<file path="src/tup_pkg.sv">
// ----------------------------------------------------------------------------
// tup_pkg
// Shared types, codes and constants of the texel unpack unit: payload
// structs, colour format codes, register indexes and the job record that
// passes from the front part to the back part.
// ----------------------------------------------------------------------------
package tup_pkg;

	// configuration port
	localparam int CFG_INDEX_W = 2;
	localparam int CFG_DATA_W  = 8;

	typedef enum logic [CFG_INDEX_W-1:0] {
		CFG_COLOUR_FORMAT = 2'd0,
		CFG_OPAQUE_ALPHA  = 2'd1
	} cfg_index_t;

	// colour format codes, codes 5..7 mean nothing
	typedef enum logic [2:0] {
		FMT_565    = 3'd0,
		FMT_555    = 3'd1,
		FMT_1555   = 3'd2,
		FMT_4444   = 3'd3,
		FMT_YUV422 = 3'd4
	} colour_format_t;

	localparam colour_format_t COLOUR_FORMAT_RESET = FMT_565;
	localparam logic [7:0]     OPAQUE_ALPHA_RESET  = 8'd255;

	// default depth of the job queue
	localparam int TUP_QUEUE_DEPTH = 2;

	// input item
	typedef struct packed {
		logic [15:0] texel_word;
		logic        column_odd;
	} in_item_t;

	// result item
	typedef struct packed {
		logic [7:0] alpha_out;
		logic [7:0] red_out;
		logic [7:0] green_out;
		logic [7:0] blue_out;
		logic       from_held_pixel;
		logic       last_of_run;
	} out_item_t;

	// job classes
	typedef enum logic {
		JOB_DIRECT = 1'b0,
		JOB_YUV    = 1'b1
	} job_kind_t;

	// one job for the back part
	typedef struct packed {
		job_kind_t      kind;
		colour_format_t fmt;
		logic [7:0]     alpha;
		logic [15:0]    texel;
		logic [15:0]    held;
	} job_t;

	// job channel between front, queue and back
	typedef struct packed {
		logic valid;
		job_t job;
	} job_chan_t;

endpackage

</file>
<file path="src/texel_unpack_argb_yuv422_unit.sv">
// ----------------------------------------------------------------------------
// texel_unpack_argb_yuv422_unit
// Path: a texel's first result passes the job queue and the output register;
// the second pixel of a yuv pair follows the first.
// Throughput: one texel per cycle while the queue is not full; a yuv odd
// texel holds the back part for its two pixels, one per cycle while the
// output does not stall. The job queue (QUEUE_DEPTH entries) absorbs the wait.
// Reset: format 565, opaque alpha 255, held yuv word zero, queue empty.
// ----------------------------------------------------------------------------
module texel_unpack_argb_yuv422_unit
	import tup_pkg::*;
#(
	parameter int QUEUE_DEPTH = TUP_QUEUE_DEPTH
) (
	input  logic                   clk,
	input  logic                   arst_n,
	input  logic                   in_valid,
	output logic                   in_stall,
	input  in_item_t               in_data,
	output logic                   out_valid,
	input  logic                   out_stall,
	output out_item_t              out_data,
	input  logic                   cfg_wr_en,
	input  logic [CFG_INDEX_W-1:0] cfg_index,
	input  logic [CFG_DATA_W-1:0]  cfg_data
);

	job_chan_t push;
	job_chan_t head;
	logic      queue_full;
	logic      pop;

	// front: accept and classify
	tup_front u_front (
		.clk        (clk),
		.arst_n     (arst_n),
		.in_valid   (in_valid),
		.in_stall   (in_stall),
		.in_data    (in_data),
		.cfg_wr_en  (cfg_wr_en),
		.cfg_index  (cfg_index),
		.cfg_data   (cfg_data),
		.queue_full (queue_full),
		.push       (push)
	);

	// job queue
	tup_queue #(
		.DEPTH (QUEUE_DEPTH)
	) u_queue (
		.clk    (clk),
		.arst_n (arst_n),
		.push   (push),
		.full   (queue_full),
		.head   (head),
		.pop    (pop)
	);

	// back: convert and deliver
	tup_back u_back (
		.clk       (clk),
		.arst_n    (arst_n),
		.head      (head),
		.pop       (pop),
		.out_valid (out_valid),
		.out_stall (out_stall),
		.out_data  (out_data)
	);

endmodule

</file>
<file path="src/tup_front.sv">
// ----------------------------------------------------------------------------
// tup_front
// Accepts texels, keeps the configuration registers and the held yuv even
// word, and turns each texel that gives results into a job for the queue.
// ----------------------------------------------------------------------------
module tup_front
	import tup_pkg::*;
(
	input  logic                   clk,
	input  logic                   arst_n,
	input  logic                   in_valid,
	output logic                   in_stall,
	input  in_item_t               in_data,
	input  logic                   cfg_wr_en,
	input  logic [CFG_INDEX_W-1:0] cfg_index,
	input  logic [CFG_DATA_W-1:0]  cfg_data,
	input  logic                   queue_full,
	output job_chan_t              push
);

	colour_format_t colour_format_q;
	logic [7:0]     opaque_alpha_q;
	logic [15:0]    held_even_word_q;
	logic           accept;
	logic           is_even_yuv;

	// configuration registers
	always_ff @(posedge clk or negedge arst_n) begin
		if (!arst_n) begin
			colour_format_q <= COLOUR_FORMAT_RESET;
			opaque_alpha_q  <= OPAQUE_ALPHA_RESET;
		end else if (cfg_wr_en) begin
			unique case (cfg_index)
				CFG_COLOUR_FORMAT: colour_format_q <= colour_format_t'(cfg_data[2:0]);
				CFG_OPAQUE_ALPHA:  opaque_alpha_q  <= cfg_data[7:0];
				default:           ;
			endcase
		end
	end

	// input handshake
	assign in_stall    = queue_full;
	assign accept      = in_valid && !in_stall;
	assign is_even_yuv = (colour_format_q == FMT_YUV422) && !in_data.column_odd;

	// held yuv even word
	always_ff @(posedge clk or negedge arst_n) begin
		if (!arst_n) begin
			held_even_word_q <= '0;
		end else if (accept && is_even_yuv) begin
			held_even_word_q <= in_data.texel_word;
		end
	end

	// classify the texel into a job
	always_comb begin
		push.valid     = 1'b0;
		push.job.kind  = JOB_DIRECT;
		push.job.fmt   = colour_format_q;
		push.job.alpha = opaque_alpha_q;
		push.job.texel = in_data.texel_word;
		push.job.held  = held_even_word_q;
		unique case (colour_format_q) inside
			FMT_565, FMT_555, FMT_1555, FMT_4444: begin
				push.valid = accept;
			end
			FMT_YUV422: begin
				push.valid    = accept && in_data.column_odd;
				push.job.kind = JOB_YUV;
			end
			default: begin
				push.valid = 1'b0;
			end
		endcase
	end

endmodule

</file>
<file path="src/tup_queue.sv">
// ----------------------------------------------------------------------------
// tup_queue
// Short register queue of jobs between the front and back parts.
// ----------------------------------------------------------------------------
module tup_queue
	import tup_pkg::*;
#(
	parameter int DEPTH = TUP_QUEUE_DEPTH
) (
	input  logic      clk,
	input  logic      arst_n,
	input  job_chan_t push,
	output logic      full,
	output job_chan_t head,
	input  logic      pop
);

	localparam int PTR_W = (DEPTH > 1) ? $clog2(DEPTH) : 1;
	localparam int CNT_W = $clog2(DEPTH + 1);
	localparam logic [PTR_W-1:0] LAST_PTR = PTR_W'(DEPTH - 1);
	localparam logic [CNT_W-1:0] FULL_CNT = CNT_W'(DEPTH);

	job_t             store_q [DEPTH];
	logic [PTR_W-1:0] wr_ptr_q;
	logic [PTR_W-1:0] rd_ptr_q;
	logic [CNT_W-1:0] count_q;
	logic             do_push;
	logic             do_pop;

	assign full     = (count_q == FULL_CNT);
	assign do_push  = push.valid && !full;
	assign do_pop   = pop && (count_q != '0);
	assign head.valid = (count_q != '0);
	assign head.job   = store_q[rd_ptr_q];

	// entry storage
	always_ff @(posedge clk) begin
		if (do_push) begin
			store_q[wr_ptr_q] <= push.job;
		end
	end

	// pointers and fill count
	always_ff @(posedge clk or negedge arst_n) begin
		if (!arst_n) begin
			wr_ptr_q <= '0;
			rd_ptr_q <= '0;
			count_q  <= '0;
		end else begin
			if (do_push) begin
				wr_ptr_q <= (wr_ptr_q == LAST_PTR) ? '0 : wr_ptr_q + 1'b1;
			end
			if (do_pop) begin
				rd_ptr_q <= (rd_ptr_q == LAST_PTR) ? '0 : rd_ptr_q + 1'b1;
			end
			if (do_push && !do_pop) begin
				count_q <= count_q + 1'b1;
			end else if (do_pop && !do_push) begin
				count_q <= count_q - 1'b1;
			end
		end
	end

endmodule

</file>
<file path="src/tup_back.sv">
// ----------------------------------------------------------------------------
// tup_back
// Carries out jobs: unpacks direct formats and converts yuv pairs to two
// rgb pixels, held pixel first, into the output register.
// ----------------------------------------------------------------------------
module tup_back
	import tup_pkg::*;
(
	input  logic      clk,
	input  logic      arst_n,
	input  job_chan_t head,
	output logic      pop,
	output logic      out_valid,
	input  logic      out_stall,
	output out_item_t out_data
);

	logic             out_valid_q;
	out_item_t        out_q;
	logic             second_q;
	logic             load;
	logic             first_of_pair;
	out_item_t        result;
	logic [7:0]       y_sel;
	logic signed [8:0]  du;
	logic signed [8:0]  dv;
	logic signed [14:0] y_x32;
	logic signed [14:0] du_x;
	logic signed [14:0] dv_x;
	logic signed [14:0] r_sum;
	logic signed [14:0] g_sum;
	logic signed [14:0] b_sum;

	// truncate the 5-fraction-bit sum and clamp to 0..255
	function automatic logic [7:0] clamp_fixed(input logic signed [14:0] sum);
		logic [9:0] whole;
		whole = sum[14:5];
		if (sum <= 15'sd0) begin
			return 8'd0;
		end else if (whole > 10'd255) begin
			return 8'd255;
		end else begin
			return whole[7:0];
		end
	endfunction

	assign first_of_pair = (head.job.kind == JOB_YUV) && !second_q;
	assign load          = head.valid && (!out_valid_q || !out_stall);
	assign pop           = load && !first_of_pair;

	// yuv arithmetic, exact in fixed point
	always_comb begin
		y_sel = second_q ? head.job.texel[15:8] : head.job.held[15:8];
		du    = $signed({1'b0, head.job.held[7:0]}) - 9'sd128;
		dv    = $signed({1'b0, head.job.texel[7:0]}) - 9'sd128;
		y_x32 = $signed({2'b00, y_sel, 5'b00000});
		du_x  = {{6{du[8]}}, du};
		dv_x  = {{6{dv[8]}}, dv};
		r_sum = y_x32 + dv_x * 15'sd44;
		g_sum = y_x32 - dv_x * 15'sd22 - du_x * 15'sd11;
		b_sum = y_x32 + du_x * 15'sd55;
	end

	// result for the job at the head of the queue
	always_comb begin
		result.alpha_out       = head.job.alpha;
		result.red_out         = '0;
		result.green_out       = '0;
		result.blue_out        = '0;
		result.from_held_pixel = 1'b0;
		result.last_of_run     = 1'b1;
		if (head.job.kind == JOB_YUV) begin
			result.red_out         = clamp_fixed(r_sum);
			result.green_out       = clamp_fixed(g_sum);
			result.blue_out        = clamp_fixed(b_sum);
			result.from_held_pixel = first_of_pair;
			result.last_of_run     = !first_of_pair;
		end else begin
			unique case (head.job.fmt)
				FMT_565: begin
					result.red_out   = {head.job.texel[15:11], 3'b000};
					result.green_out = {head.job.texel[10:5], 2'b00};
					result.blue_out  = {head.job.texel[4:0], 3'b000};
				end
				FMT_555: begin
					result.red_out   = {head.job.texel[14:10], 3'b000};
					result.green_out = {head.job.texel[9:5], 3'b000};
					result.blue_out  = {head.job.texel[4:0], 3'b000};
				end
				FMT_1555: begin
					result.alpha_out = {8{head.job.texel[15]}};
					result.red_out   = {head.job.texel[14:10], 3'b000};
					result.green_out = {head.job.texel[9:5], 3'b000};
					result.blue_out  = {head.job.texel[4:0], 3'b000};
				end
				FMT_4444: begin
					result.alpha_out = {head.job.texel[15:12], 4'b0000};
					result.red_out   = {head.job.texel[11:8], 4'b0000};
					result.green_out = {head.job.texel[7:4], 4'b0000};
					result.blue_out  = {head.job.texel[3:0], 4'b0000};
				end
				default: begin
					result.alpha_out = head.job.alpha;
				end
			endcase
		end
	end

	// output register and pair phase
	always_ff @(posedge clk or negedge arst_n) begin
		if (!arst_n) begin
			out_valid_q <= 1'b0;
			second_q    <= 1'b0;
		end else if (load) begin
			out_valid_q <= 1'b1;
			second_q    <= first_of_pair;
		end else if (!out_stall) begin
			out_valid_q <= 1'b0;
		end
	end

	always_ff @(posedge clk) begin
		if (load) begin
			out_q <= result;
		end
	end

	assign out_valid = out_valid_q;
	assign out_data  = out_q;

endmodule
</file>
<file path="config.mk">
export PLATFORM = sky130hd
export DESIGN_NAME = texel_unpack_argb_yuv422_unit
export DESIGN_NICKNAME = d
export VERILOG_FILES = /design/src/tup_pkg.sv /design/src/texel_unpack_argb_yuv422_unit.sv /design/src/tup_front.sv /design/src/tup_queue.sv /design/src/tup_back.sv
export SDC_FILE = /design/constraint.sdc
export NUM_CORES = 1
export LEC_CHECK = 0
export CAP_MARGIN = 20
export CELL_PAD_IN_SITES_DETAIL_PLACEMENT = 1
export CELL_PAD_IN_SITES_GLOBAL_PLACEMENT = 1
export CORE_ASPECT_RATIO = 0.75
export CORE_MARGIN = 5
export CORE_UTILIZATION = 30
export DETAILED_ROUTE_END_ITERATION = 8
export DONT_BUFFER_PORTS = 1
export PLACE_DENSITY_LB_ADDON = 0.1
export SLEW_MARGIN = 20
export SYNTH_ARGS = -nofsm -noshare
export SYNTH_HDL_FRONTEND = slang
export SYNTH_SLANG_ARGS = --single-unit
</file>
<file path="constraint.sdc">
create_clock -name clk -period 9.8 [get_ports clk]
set_input_delay 1.47 -clock clk [delete_from_list [all_inputs] [get_ports clk]]
set_output_delay 1.47 -clock clk [all_outputs]
set_load 0.01 [all_outputs]
</file>
# Word level (Yosys, flattened, before mapping)
# Memories as Yosys holds them, arrays and structs flattened.
# Cells that the tools add are included.
# word_totals
regBits,67
ram_bits,88
in_bits,32
out_inout_bits,36
elab_cells,95
n_memories,1
# classes
addsub,10
mul,4
order_cmp,6
eq_ne,10
muxes,21
n_reduce_logical,29
# mem_list
name,depth,word_bits,rd,rd_ports_with_merged_regs,wr,line_no,source
u_queue.store_q,2,44,1,0,1,tup_queue.sv:23,job_t store_q [DEPTH];
# op_table
operator,n
$pmux 24 s3,1
$mux 8,8
$le 15x1->1 const B,3
$add 14x15->15,2
$gt 10x8->1 const B,3
$mul 9x5->14 const B,2
$mux 24,1
$sub 8x8->9 const B,2
$pmux 8 s2,1
$mul 9x7->15 const B,1
$sub 14x15->15,1
$sub 15x15->15,1
$mul 9x5->13 const B,1
$eq 3x2->1 const B,4
$logic_and 1x1->1,11
$logic_not 1->1,8
$mux 1,7
$eq 3x1->1 const B,2
$logic_not 3->1,2
$mux 2,2
$reduce_and 2->1,2
$reduce_bool 2->1,2
$reduce_or 4->1,1
$eq 3x3->1 const B,1
other kinds (10),11

# Logic depth before layout (Yosys ltp)
# Gate-level depths: netlist of run 1.
# depth
word_depth,10
depth_mapped,31
ltp_nobuf,26

# By module
# A second synthesis of run 1 with hierarchy kept.
# hier_totals
hier_cells,895
hier_area_um2,10870.4
# by_module_without_submodules
module,instances,cells_per_inst,area_per_inst_um2,seq_area_each_um2
tup_back,1,658,6052.1,1071.0
tup_queue,1,156,3575.9,2742.6
tup_front,1,81,1242.4,685.7

# Least setup slack after synthesis of run 1
# No wires, ideal clock.
# synth_timing
kind,reg-to-reg
start,register u_queue.rd_ptr_q
end,"register u_back.out_q, in the netlist u_back.out_data[12], data pin"
setup_time_ns,0.274
arrival_ns,6.718
t_required_ns,9.526
setup_slack_ns,2.809
stages_incl_launch_ff,29
n_path_buf,5
period_less_slack_ns,6.991
path_cell_list,dfrtp_1 -> buf_2 -> buf_6 -> buf_6 -> clkbuf_1 -> clkbuf_1 -> mux2_2 -> ha_1 -> inv_1 -> fa_1 -> inv_1 -> ha_1 -> nor2b_1 -> o21ai_0 -> a21boi_0 -> o21ai_0 -> a21boi_0 -> o21ai_0 -> or4b_2 -> o211ai_1 -> fa_1 -> inv_1 -> ha_1 -> a31oi_1 -> o21ai_0 -> a2111oi_0 -> nand4_1 -> or3b_4 -> o32ai_2
# synth_rtl
item,line_no,source
from (decl),tup_queue.sv:25,logic [PTR_W-1:0] rd_ptr_q;
from (signal assigned),tup_queue.sv:54,rd_ptr_q <= (rd_ptr_q == LAST_PTR) ? '0 : rd_ptr_q + 1'b1;
to (signal assigned),tup_back.sv:124,out_q <= result;
to (decl),tup_back.sv:19,out_item_t out_q;

==> results by stage, run 1 <==
Run status:
- The run finished with clean final reports.

Logic synthesis:
- The number of distinct standard cells referenced by the synthesized netlist is 71.
- In the synthesized netlist, the number of instances is 960.
- Sequential cells were found to cover 41.8% of the synthesized design area.
- The synthesized design devotes to its leading area cell type 34.0% of total area.
- The largest total area in the synthesized netlist belongs to sky130_fd_sc_hd__edfxtp_1.
- In this run the cell area of the synthesized design comes to 0.0108 mm2.
- After synthesis, the share of flip-flops with an asynchronous set or reset is 21.3%.
- For this run, the leading register cell type out of synthesis is sky130_fd_sc_hd__edfxtp_1.
- The mean instance size in the synthesized netlist is 11.2 um2.
- For this run, the number of Yosys warnings is 0.
- The number of flops mapped to enable cells by yosys is 122.
- In the post-synthesis netlist, the biggest area contributors are sky130_fd_sc_hd__edfxtp_1 (34%), sky130_fd_sc_hd__ha_1 (11%), sky130_fd_sc_hd__fa_1 (8.6%).
- The synthesized netlist net count is 1134.
- The leading cell type by number of instances after synthesis is sky130_fd_sc_hd__inv_1.
- Counting instances in the post-synthesis netlist gives the leading cell types as sky130_fd_sc_hd__inv_1 (128), sky130_fd_sc_hd__edfxtp_1 (122), sky130_fd_sc_hd__ha_1 (96).
- After synthesis the netlist holds a flip-flop and latch count of 155.

Timing:
- Setup violations remaining at the end of the flow were counted as 0.
- At the pin with the least slew margin, the transition time is 0.914 ns.
- The worst slew slack as a fraction of its limit is 37.3%.
- The clock skew after layout is 0.0242 ns.
- In the final timing run, aggregate negative setup slack is 0 ns.
- After layout, the worst path uses 71.4% of the clock period.
- Final hold analysis gives a worst-case slack of 0.466 ns.
- The final number of max-transition violations is 0.
- Setup repair after global routing left no endpoint under its margin.
- The final count of hold timing violations is 0.
- The minimum clock period after layout is 7.00 ns.
- The maximum operating frequency is 143 MHz.

Final layout:
- At the end of the flow, the number of nets in the layout was 1148.
- The number of filler cells placed in the layout is 3865.
- The post-route netlist has 12.5% of its cells at a drive strength greater than 1.
- Relative to the synthesized area, the layout overhead comes to 11.2%.
- The antenna cell count is 0.

Die:
- The number of cell rows is 60.
- During I/O placement, the number of pins put on the boundary was 68.
- The initial utilization of the core area, before any placement, comes to 30.2%.
- The die extent in y is 174 um.
- In this run the horizontal extent of the chip is 229 um.
- The total area inside the core boundary comes to 0.0357 mm2.
- The floorplan die area is 0.0398 mm2.

Hold path:
- The path class of the tightest hold or removal check is reg2reg.

Drt:
- Once detail routing completed, the nets flagged for antenna violations numbered 0.
- After detailed routing, the number of vias per cell comes to 4.88.
- The number of optimization iterations in the first detailed-route pass is 6.
- The total wire length after detailed routing is 29800 um.
- The average wire per standard cell is 20.5 um.
- In the routed design, unresolved DRC markers number 0.
- For this block, the via count after detailed routing is 7080.
- The iteration-0 DRC count of the detailed router is 329.

Setup path:
- The critical path endpoint category is a flip-flop.
- The number of buffer and inverter stages on the critical path is 4.
- The worst endpoint required time is 9.97 ns.
- The worst flop-to-flop path startpoint is u_queue.rd_ptr_q$_DFFE_PN0P_.
- For this design, the slowest cell found on the critical path is sky130_fd_sc_hd__mux2i_1.
- The critical path ends at u_back.out_data[12]$_DFFE_PP_.
- The endpoint arrival time on the critical path is 7.17 ns.
- The most critical setup path has its startpoint at u_queue.rd_ptr_q$_DFFE_PN0P_.
- The worst register-to-register path has a setup slack of 2.80 ns.
- The largest single stage delay on the critical path is 0.82 ns.
- Counting buffers and inverters, the worst setup path is 22 cells deep.
- The startpoint type of the worst setup path is a flip-flop.
- For the worst flop-to-flop path, the logic depth is 22.
- Of all nets on the critical path, the largest fanout is 17.
- By startpoint and endpoint, the worst setup path is classified as reg2reg.
- The terminus of the critical flop-to-flop path is u_back.out_data[12]$_DFFE_PP_.
- The critical path goes through mux2i_1 > inv_1 > ha_1 > inv_1 > fa_1 > inv_1 > ha_1 > o21ai_0 > a211oi_1 > a2111oi_2 > nor3_1 > a211oi_2 > ha_1 > ha_1 > inv_1 > nor3_1 > a31oi_1 > o21ai_0 > a2111oi_0 > nand4_1 > or3b_4 > o32ai_2.
- The dominant delay contributor by cell family on the critical path is compound AO/OA/AOI/OAI gates.

Global route:
- The via count of the first global-routing pass is 7579.
- The number of antenna violations at the first check in global routing was 0.
- Global routing used 15.2% of the available tracks.
- The global-route wire length before repair is 46500 um.
- The largest net degree at the start of global routing is 45.
- The residual overflow from global routing is 0.

Clock tree:
- The buffer cell driving the clock tree root is sky130_fd_sc_hd__clkbuf_16.
- CTS saw 155 sinks.
- Buffers added to address setup during post-CTS repair amount to 0.
- The clock transition at the registers of the reported paths is 0.08 ns.
- The maximum buffer depth of the clock tree is 2.
- The TritonCTS buffer count is 17.
- The H-tree was split into 4 levels.
- The number of resized instances in the post-cts repair step is 0.
- The later pin in the worst-skew pair is clocked with a latency of 0.45 ns.
- In this run, post-CTS hold repair placed 0 buffers.
- TritonCTS built the clock tree.

Flow run:
- The number of max-capacitance violations reported is 0.

Placed design:
- The placer congestion estimate is 0.796.
- The wire-length estimate of the detail-placed layout is 23400 um.
- Input and output buffers added on the ports amount to 0.
==> layout make-up <==
type | count | area (um2) | share of cell area (%)
Sequential cell | 155 | 4500 | 37.6
Clock buffer | 17 | 425 | 3.55
Multi-Input combinational cell | 660 | 5720 | 47.8
Inverter | 129 | 484 | 4.05
Clock inverter | 15 | 174 | 1.45
Tap cell | 465 | 582 | 4.86
Timing Repair Buffer | 11 | 82.6 | 0.690
==> how the worst min path moves through the flow <==
stage | start | end | depth (start not counted)
floorplan | u_front.held_even_word_q[0]$_DFFE_PN0P_ | u_queue.store_q[0][0]$_DFFE_PP_ | 0
detailed placement | u_front.held_even_word_q[14]$_DFFE_PN0P_ | u_queue.store_q[0][14]$_DFFE_PP_ | 0
finish | u_front.held_even_word_q[14]$_DFFE_PN0P_ | u_queue.store_q[1][14]$_DFFE_PP_ | 0
CTS | u_front.held_even_word_q[14]$_DFFE_PN0P_ | u_queue.store_q[1][14]$_DFFE_PP_ | 0
global route | u_front.held_even_word_q[14]$_DFFE_PN0P_ | u_queue.store_q[1][14]$_DFFE_PP_ | 0
global placement | u_front.held_even_word_q[11]$_DFFE_PN0P_ | u_queue.store_q[0][11]$_DFFE_PP_ | 0
==> logic make-up (layout without fill, tap and decap cells) <==
family                     Yosys count  after routing  synth area share [%]
AOI/OAI and AO/OA                  206            206                  12.8
and+or+nand+nor                    188            188                  8.69
DFF                                155            155                  41.8
buffers and inverters              145            172                  5.31
adders and majority gates          142            142                  19.7
muxes                               79             79                  7.88
xor gates and xnor gates            45             45                  3.81
==> metal layers <==
| layer | GRT usage, % | routed length (um) |
|---|---|---|
| met1 | 22.6 | 15300 |
| met2 | 22.8 | 12900 |
| met3 | 3.56 | 1280 |
| met5 | 0 | 0 |
| met4 | 3.02 | 324 |
==> registers in the layout (all words and copies together) (netlist names) <==
register	cells
u_back.out_data	34
u_back.out_valid	1
u_back.second_q	1
u_front.colour_format_q	3
u_front.held_even_word_q	16
u_front.opaque_alpha_q	8
u_queue.count_q	2
u_queue.rd_ptr_q	1
u_queue.store_q	88
u_queue.wr_ptr_q	1
==> layout by cell type, fill, tap and decap left out, types with 7 or more instances in the layout <==
| cell type | synthesis | layout |
|---|---|---|
| sky130_fd_sc_hd__a21o_1 | 14 | 14 |
| sky130_fd_sc_hd__nand2_1 | 36 | 36 |
| sky130_fd_sc_hd__a21oi_1 | 55 | 54 |
| sky130_fd_sc_hd__ha_1 | 96 | 96 |
| sky130_fd_sc_hd__nand2b_1 | 10 | 10 |
| sky130_fd_sc_hd__xor2_1 | 13 | 13 |
| sky130_fd_sc_hd__buf_4 | 0 | 11 |
| sky130_fd_sc_hd__fa_1 | 46 | 46 |
| sky130_fd_sc_hd__nor2_1 | 54 | 54 |
| sky130_fd_sc_hd__xnor2_1 | 31 | 31 |
| sky130_fd_sc_hd__edfxtp_1 | 122 | 122 |
| sky130_fd_sc_hd__and3_1 | 7 | 7 |
| sky130_fd_sc_hd__nand3_1 | 12 | 12 |
| sky130_fd_sc_hd__nor3_1 | 18 | 18 |
| sky130_fd_sc_hd__inv_1 | 128 | 128 |
| sky130_fd_sc_hd__a211oi_1 | 11 | 11 |
| sky130_fd_sc_hd__mux2i_1 | 35 | 35 |
| sky130_fd_sc_hd__dfstp_2 | 8 | 8 |
| sky130_fd_sc_hd__dfrtp_1 | 25 | 24 |
| sky130_fd_sc_hd__o21ai_0 | 38 | 38 |
| sky130_fd_sc_hd__o22ai_1 | 16 | 16 |
| sky130_fd_sc_hd__nor2b_1 | 11 | 10 |
| sky130_fd_sc_hd__mux2_2 | 43 | 43 |
| sky130_fd_sc_hd__o21a_1 | 12 | 12 |
| sky130_fd_sc_hd__clkbuf_16 | 0 | 17 |
==> metrics by stage <==
step,std cells,utilization [%],area [um2],setup WS (ns)
6_report,1452,33.6,12000,2.80
4_1_cts,1452,33.6,12000,2.76
2_1_floorplan,960,-,10800,2.81
5_1_grt,1452,33.6,12000,2.22
3_3_place_gp,1420,31.9,11400,2.97
3_5_place_dp,1420,31.9,11400,2.84
Power of run 1 is left out: the tool's default activity adds up to more than one toggle a clock period on the data nets, which glitch-free logic cannot reach.
==> run 2, diff against run 1 <==
==> constraint.sdc (replaced) <==
create_clock -name clk -period 6.4 [get_ports clk]
set_input_delay 0.96 -clock clk [delete_from_list [all_inputs] [get_ports clk]]
set_output_delay 0.96 -clock clk [all_outputs]
set_load 0.01 [all_outputs]
==> results by stage, run 2 (synthesis gave the netlist of run 1 again) <==
Run status:
- The flow ran to the end, and the final reports show no timing, DRC or antenna violations.

Die:
- In this run the standard cell core region covers 0.0357 mm2.
- The die is 229 um wide.
- The die covers 0.0398 mm2.
- The floorplan step set the die height to 174 um.
- The number of cell rows is 60.
- 68 I/O pins were placed.
- Once the floorplan was initialized, standard cells occupied 30.2% of the core.

Global route:
- The number of antenna violations at the first check in global routing is 0.
- The via count of the first global-routing pass is 7684.
- The overall fraction of global-route tracks in use is 15.1%.
- Summed over all layers, the global routing overflow is 0.
- The first global-routing pass estimated 46300 um of wire.
- Entering global routing, the biggest net connects 45 pins.

Placed design:
- The number of port buffers is 0.
- The HPWL after detailed placement is 23600 um.
- The placer congestion estimate is 0.802.
- Prior to clock tree synthesis, the placed netlist has a worst setup slack of -0.0169 ns.

Final layout:
- The area growth from synthesis to layout is 13.6%.
- In the layout the commonest cells are sky130_fd_sc_hd__inv_1 (127), sky130_fd_sc_hd__edfxtp_1 (122), sky130_fd_sc_hd__ha_1 (96).
- In the final layout, the share of cells above drive strength 1 is 15.7%.
- Leaving out fill and tap cells, the most frequent cell in the layout is sky130_fd_sc_hd__inv_1.
- The register with the most flip-flops in the layout has 88 of them.
- The number of nets in the layout is 1179.
- The register name with the most flops is u_queue.store_q.
- The repair_antennas step left the layout with diodes totalling 0.

Timing:
- Static timing analysis puts the maximum clock frequency at 165 MHz.
- The worst setup slack after layout is 0.357 ns.
- The clock skew after layout is 0.0162 ns.
- The actual slew at the worst max-slew pin is 1.00 ns.
- The final count of hold timing violations is 0.
- The worst slew slack as a fraction of its limit is 32.8%.
- Counting I/O delays and the setup requirement, the final critical path takes 6.04 ns.
- The ratio of final minimum period to clock period is 94.4%.
- Setup violations remaining at the end of the flow were counted as 0.
- Hold timing on the final database bottoms out at a slack of 0.210 ns.
- The final number of max-transition violations is 0.
- Setup repair after global routing left no endpoint under its margin.

Setup path:
- The critical path endpoint category is a flip-flop.
- The number of buffers and inverters on the critical path is 4.
- The start-to-end type of the worst setup path is reg2reg.
- The cell repeated most along the worst path is sky130_fd_sc_hd__inv_1.
- Walking the worst path, the cells encountered are mux2_2 > ha_1 > inv_1 > fa_1 > inv_1 > ha_1 > nor2b_1 > o21ai_1 > a21boi_1 > o21ai_1 > a21boi_1 > o21ai_0 > or4b_2 > o211ai_1 > fa_1 > inv_1 > ha_1 > inv_1 > or3_1 > a311oi_2 > a2111oi_2 > nand4_1 > or3b_4 > o32ai_2.
- The worst register-to-register path has a depth of 24.
- The terminus of the critical flop-to-flop path is u_back.out_data[12]$_DFFE_PP_.
- The largest incremental delay on the critical path is 0.60 ns.
- The worst register-to-register path has a setup slack of 0.36 ns.
- The startpoint type of the worst setup path is a flip-flop.
- The worst endpoint required time is 6.67 ns.
- Among all stages on the critical path, the largest delay is contributed by sky130_fd_sc_hd__or4b_2.
- The largest fanout of any net on the critical path is 8.
- The dominant delay contributor by cell family on the critical path is adder cells.
- Data arrives at the worst endpoint at 6.31 ns.
- The worst flop-to-flop path startpoint is u_queue.rd_ptr_q$_DFFE_PN0P_.

Flow run:
- Max-cap violations in this run came to 0.

Clock tree:
- For the worst-skew pair, the clock arrives at the later sink with an insertion delay of 0.44 ns.
- CTS built an H-tree with a depth of 4.
- The TritonCTS buffer count is 17.
- The clock transition at the registers of the reported paths is 0.08 ns.
- CTS placed an instance of sky130_fd_sc_hd__clkbuf_16 at the clock tree root.
- TritonCTS built the clock tree.
- The maximum buffer depth of the clock tree is 2.
- The total number of clock tree sinks is 155.
- The number of buffers added to fix hold violations after cts is 0.

Drt:
- The iteration-0 DRC count of the detailed router is 312.
- The routed design uses 1080 um of met3 wire.
- The highest routing layer actually used is met4.
- The length of routed met2 wiring is 13300 um.
- The wire length on met1 is 15000 um.
- The detailed-route vias per instance is 4.86.
- The residual antenna-violating net count after detailed routing is 0.
- The vias after detailed routing is 7205.
- For this block, the routed nets add up to 29600 um of wire.
- The total DRC errors in the routed layout is 0.
- The first detailed-routing pass ran for 4 iterations.
- The average wire per standard cell is 20.0 um.

Hold path:
- The min-delay analysis places its worst path in the category in2async.
## run 2: changes by cell type in the layout (fill, tap and decap cells not counted), moves of 2 or more
cell                         before  now
sky130_fd_sc_hd__clkinv_4         3    1
sky130_fd_sc_hd__buf_4           11   42
sky130_fd_sc_hd__o21ai_0         38   34
sky130_fd_sc_hd__o21ai_1          0    4
sky130_fd_sc_hd__clkinv_8         4    1
sky130_fd_sc_hd__inv_8            6    1
sky130_fd_sc_hd__a21boi_0         5    3
sky130_fd_sc_hd__clkinvlp_4       0    4
sky130_fd_sc_hd__mux2i_1         35   33
sky130_fd_sc_hd__a21boi_1         0    2
sky130_fd_sc_hd__inv_6            1    7
sky130_fd_sc_hd__mux2i_4          0    2
## run 2: worst max path at each step
stage	startpoint	endpoint	slack, ns	cells after the start
after floorplan	u_queue.rd_ptr_q$_DFFE_PN0P_	u_back.out_data[12]$_DFFE_PP_	0.03	28
after global placement	u_queue.rd_ptr_q$_DFFE_PN0P_	u_back.out_data[12]$_DFFE_PP_	0.22	22
final	u_queue.rd_ptr_q$_DFFE_PN0P_	u_back.out_data[12]$_DFFE_PP_	0.36	24
after global routing	u_queue.rd_ptr_q$_DFFE_PN0P_	u_back.out_data[12]$_DFFE_PP_	0.004	23
after CTS	u_queue.rd_ptr_q$_DFFE_PN0P_	u_back.out_data[12]$_DFFE_PP_	0.07	24
after detailed placement	u_queue.rd_ptr_q$_DFFE_PN0P_	u_back.out_data[12]$_DFFE_PP_	-0.02	22
## run 2: metrics by stage
step / setup TNS, ns / util [%] / std cells / cell area (um2)
6_report: 0 / 34.3 / 1483 / 12200
5_1_grt: 0 / 34.3 / 1483 / 12200
4_1_cts: 0 / 34.2 / 1481 / 12200
3_5_place_dp: -0.0192 / 32.5 / 1449 / 11600
3_3_place_gp: 0 / 32.5 / 1449 / 11600
2_1_floorplan: 0 / - / 960 / 10800
## run 2: layout make-up
cell class | instances | area [um2]
Fill cell | 3849 | 23400
Multi-Input combinational cell | 660 | 5760
Sequential cell | 155 | 4500
Tap cell | 465 | 582
Inverter | 129 | 488
Clock buffer | 18 | 439
Timing Repair Buffer | 42 | 315
Clock inverter | 14 | 150
## run 2: per-layer routing
layer	global-route usage [%]	vias up
li1	-	3527
met1	21.8	3595
met2	23.8	68
met3	3.07	15
met4	2.80	0
met5	0	-
## run 2: repair_timing
item,4_1_cts,5_1_grt
endpoints found under the setup margin,5,8
pin swaps,0,2
setup buffers,0,2
resized for setup,2,12
## run 2: worst register-to-register path, cell delays in order, from the launching register on
cell	delay, ns
sky130_fd_sc_hd__dfrtp_2	0.50
sky130_fd_sc_hd__mux2_2	0.40
sky130_fd_sc_hd__ha_1	0.29
sky130_fd_sc_hd__inv_1	0.06
sky130_fd_sc_hd__fa_1	0.50
sky130_fd_sc_hd__inv_1	0.04
sky130_fd_sc_hd__ha_1	0.29
sky130_fd_sc_hd__nor2b_1	0.13
sky130_fd_sc_hd__o21ai_1	0.18
sky130_fd_sc_hd__a21boi_1	0.12
sky130_fd_sc_hd__o21ai_1	0.21
sky130_fd_sc_hd__a21boi_1	0.12
sky130_fd_sc_hd__o21ai_0	0.19
sky130_fd_sc_hd__or4b_2	0.60
sky130_fd_sc_hd__o211ai_1	0.16
sky130_fd_sc_hd__fa_1	0.22
sky130_fd_sc_hd__inv_1	0.04
sky130_fd_sc_hd__ha_1	0.34
sky130_fd_sc_hd__inv_1	0.09
sky130_fd_sc_hd__or3_1	0.39
sky130_fd_sc_hd__a311oi_2	0.28
sky130_fd_sc_hd__a2111oi_2	0.11
sky130_fd_sc_hd__nand4_1	0.08
sky130_fd_sc_hd__or3b_4	0.43
sky130_fd_sc_hd__o32ai_2	0.13
Power of run 2 is left out for the same reason.
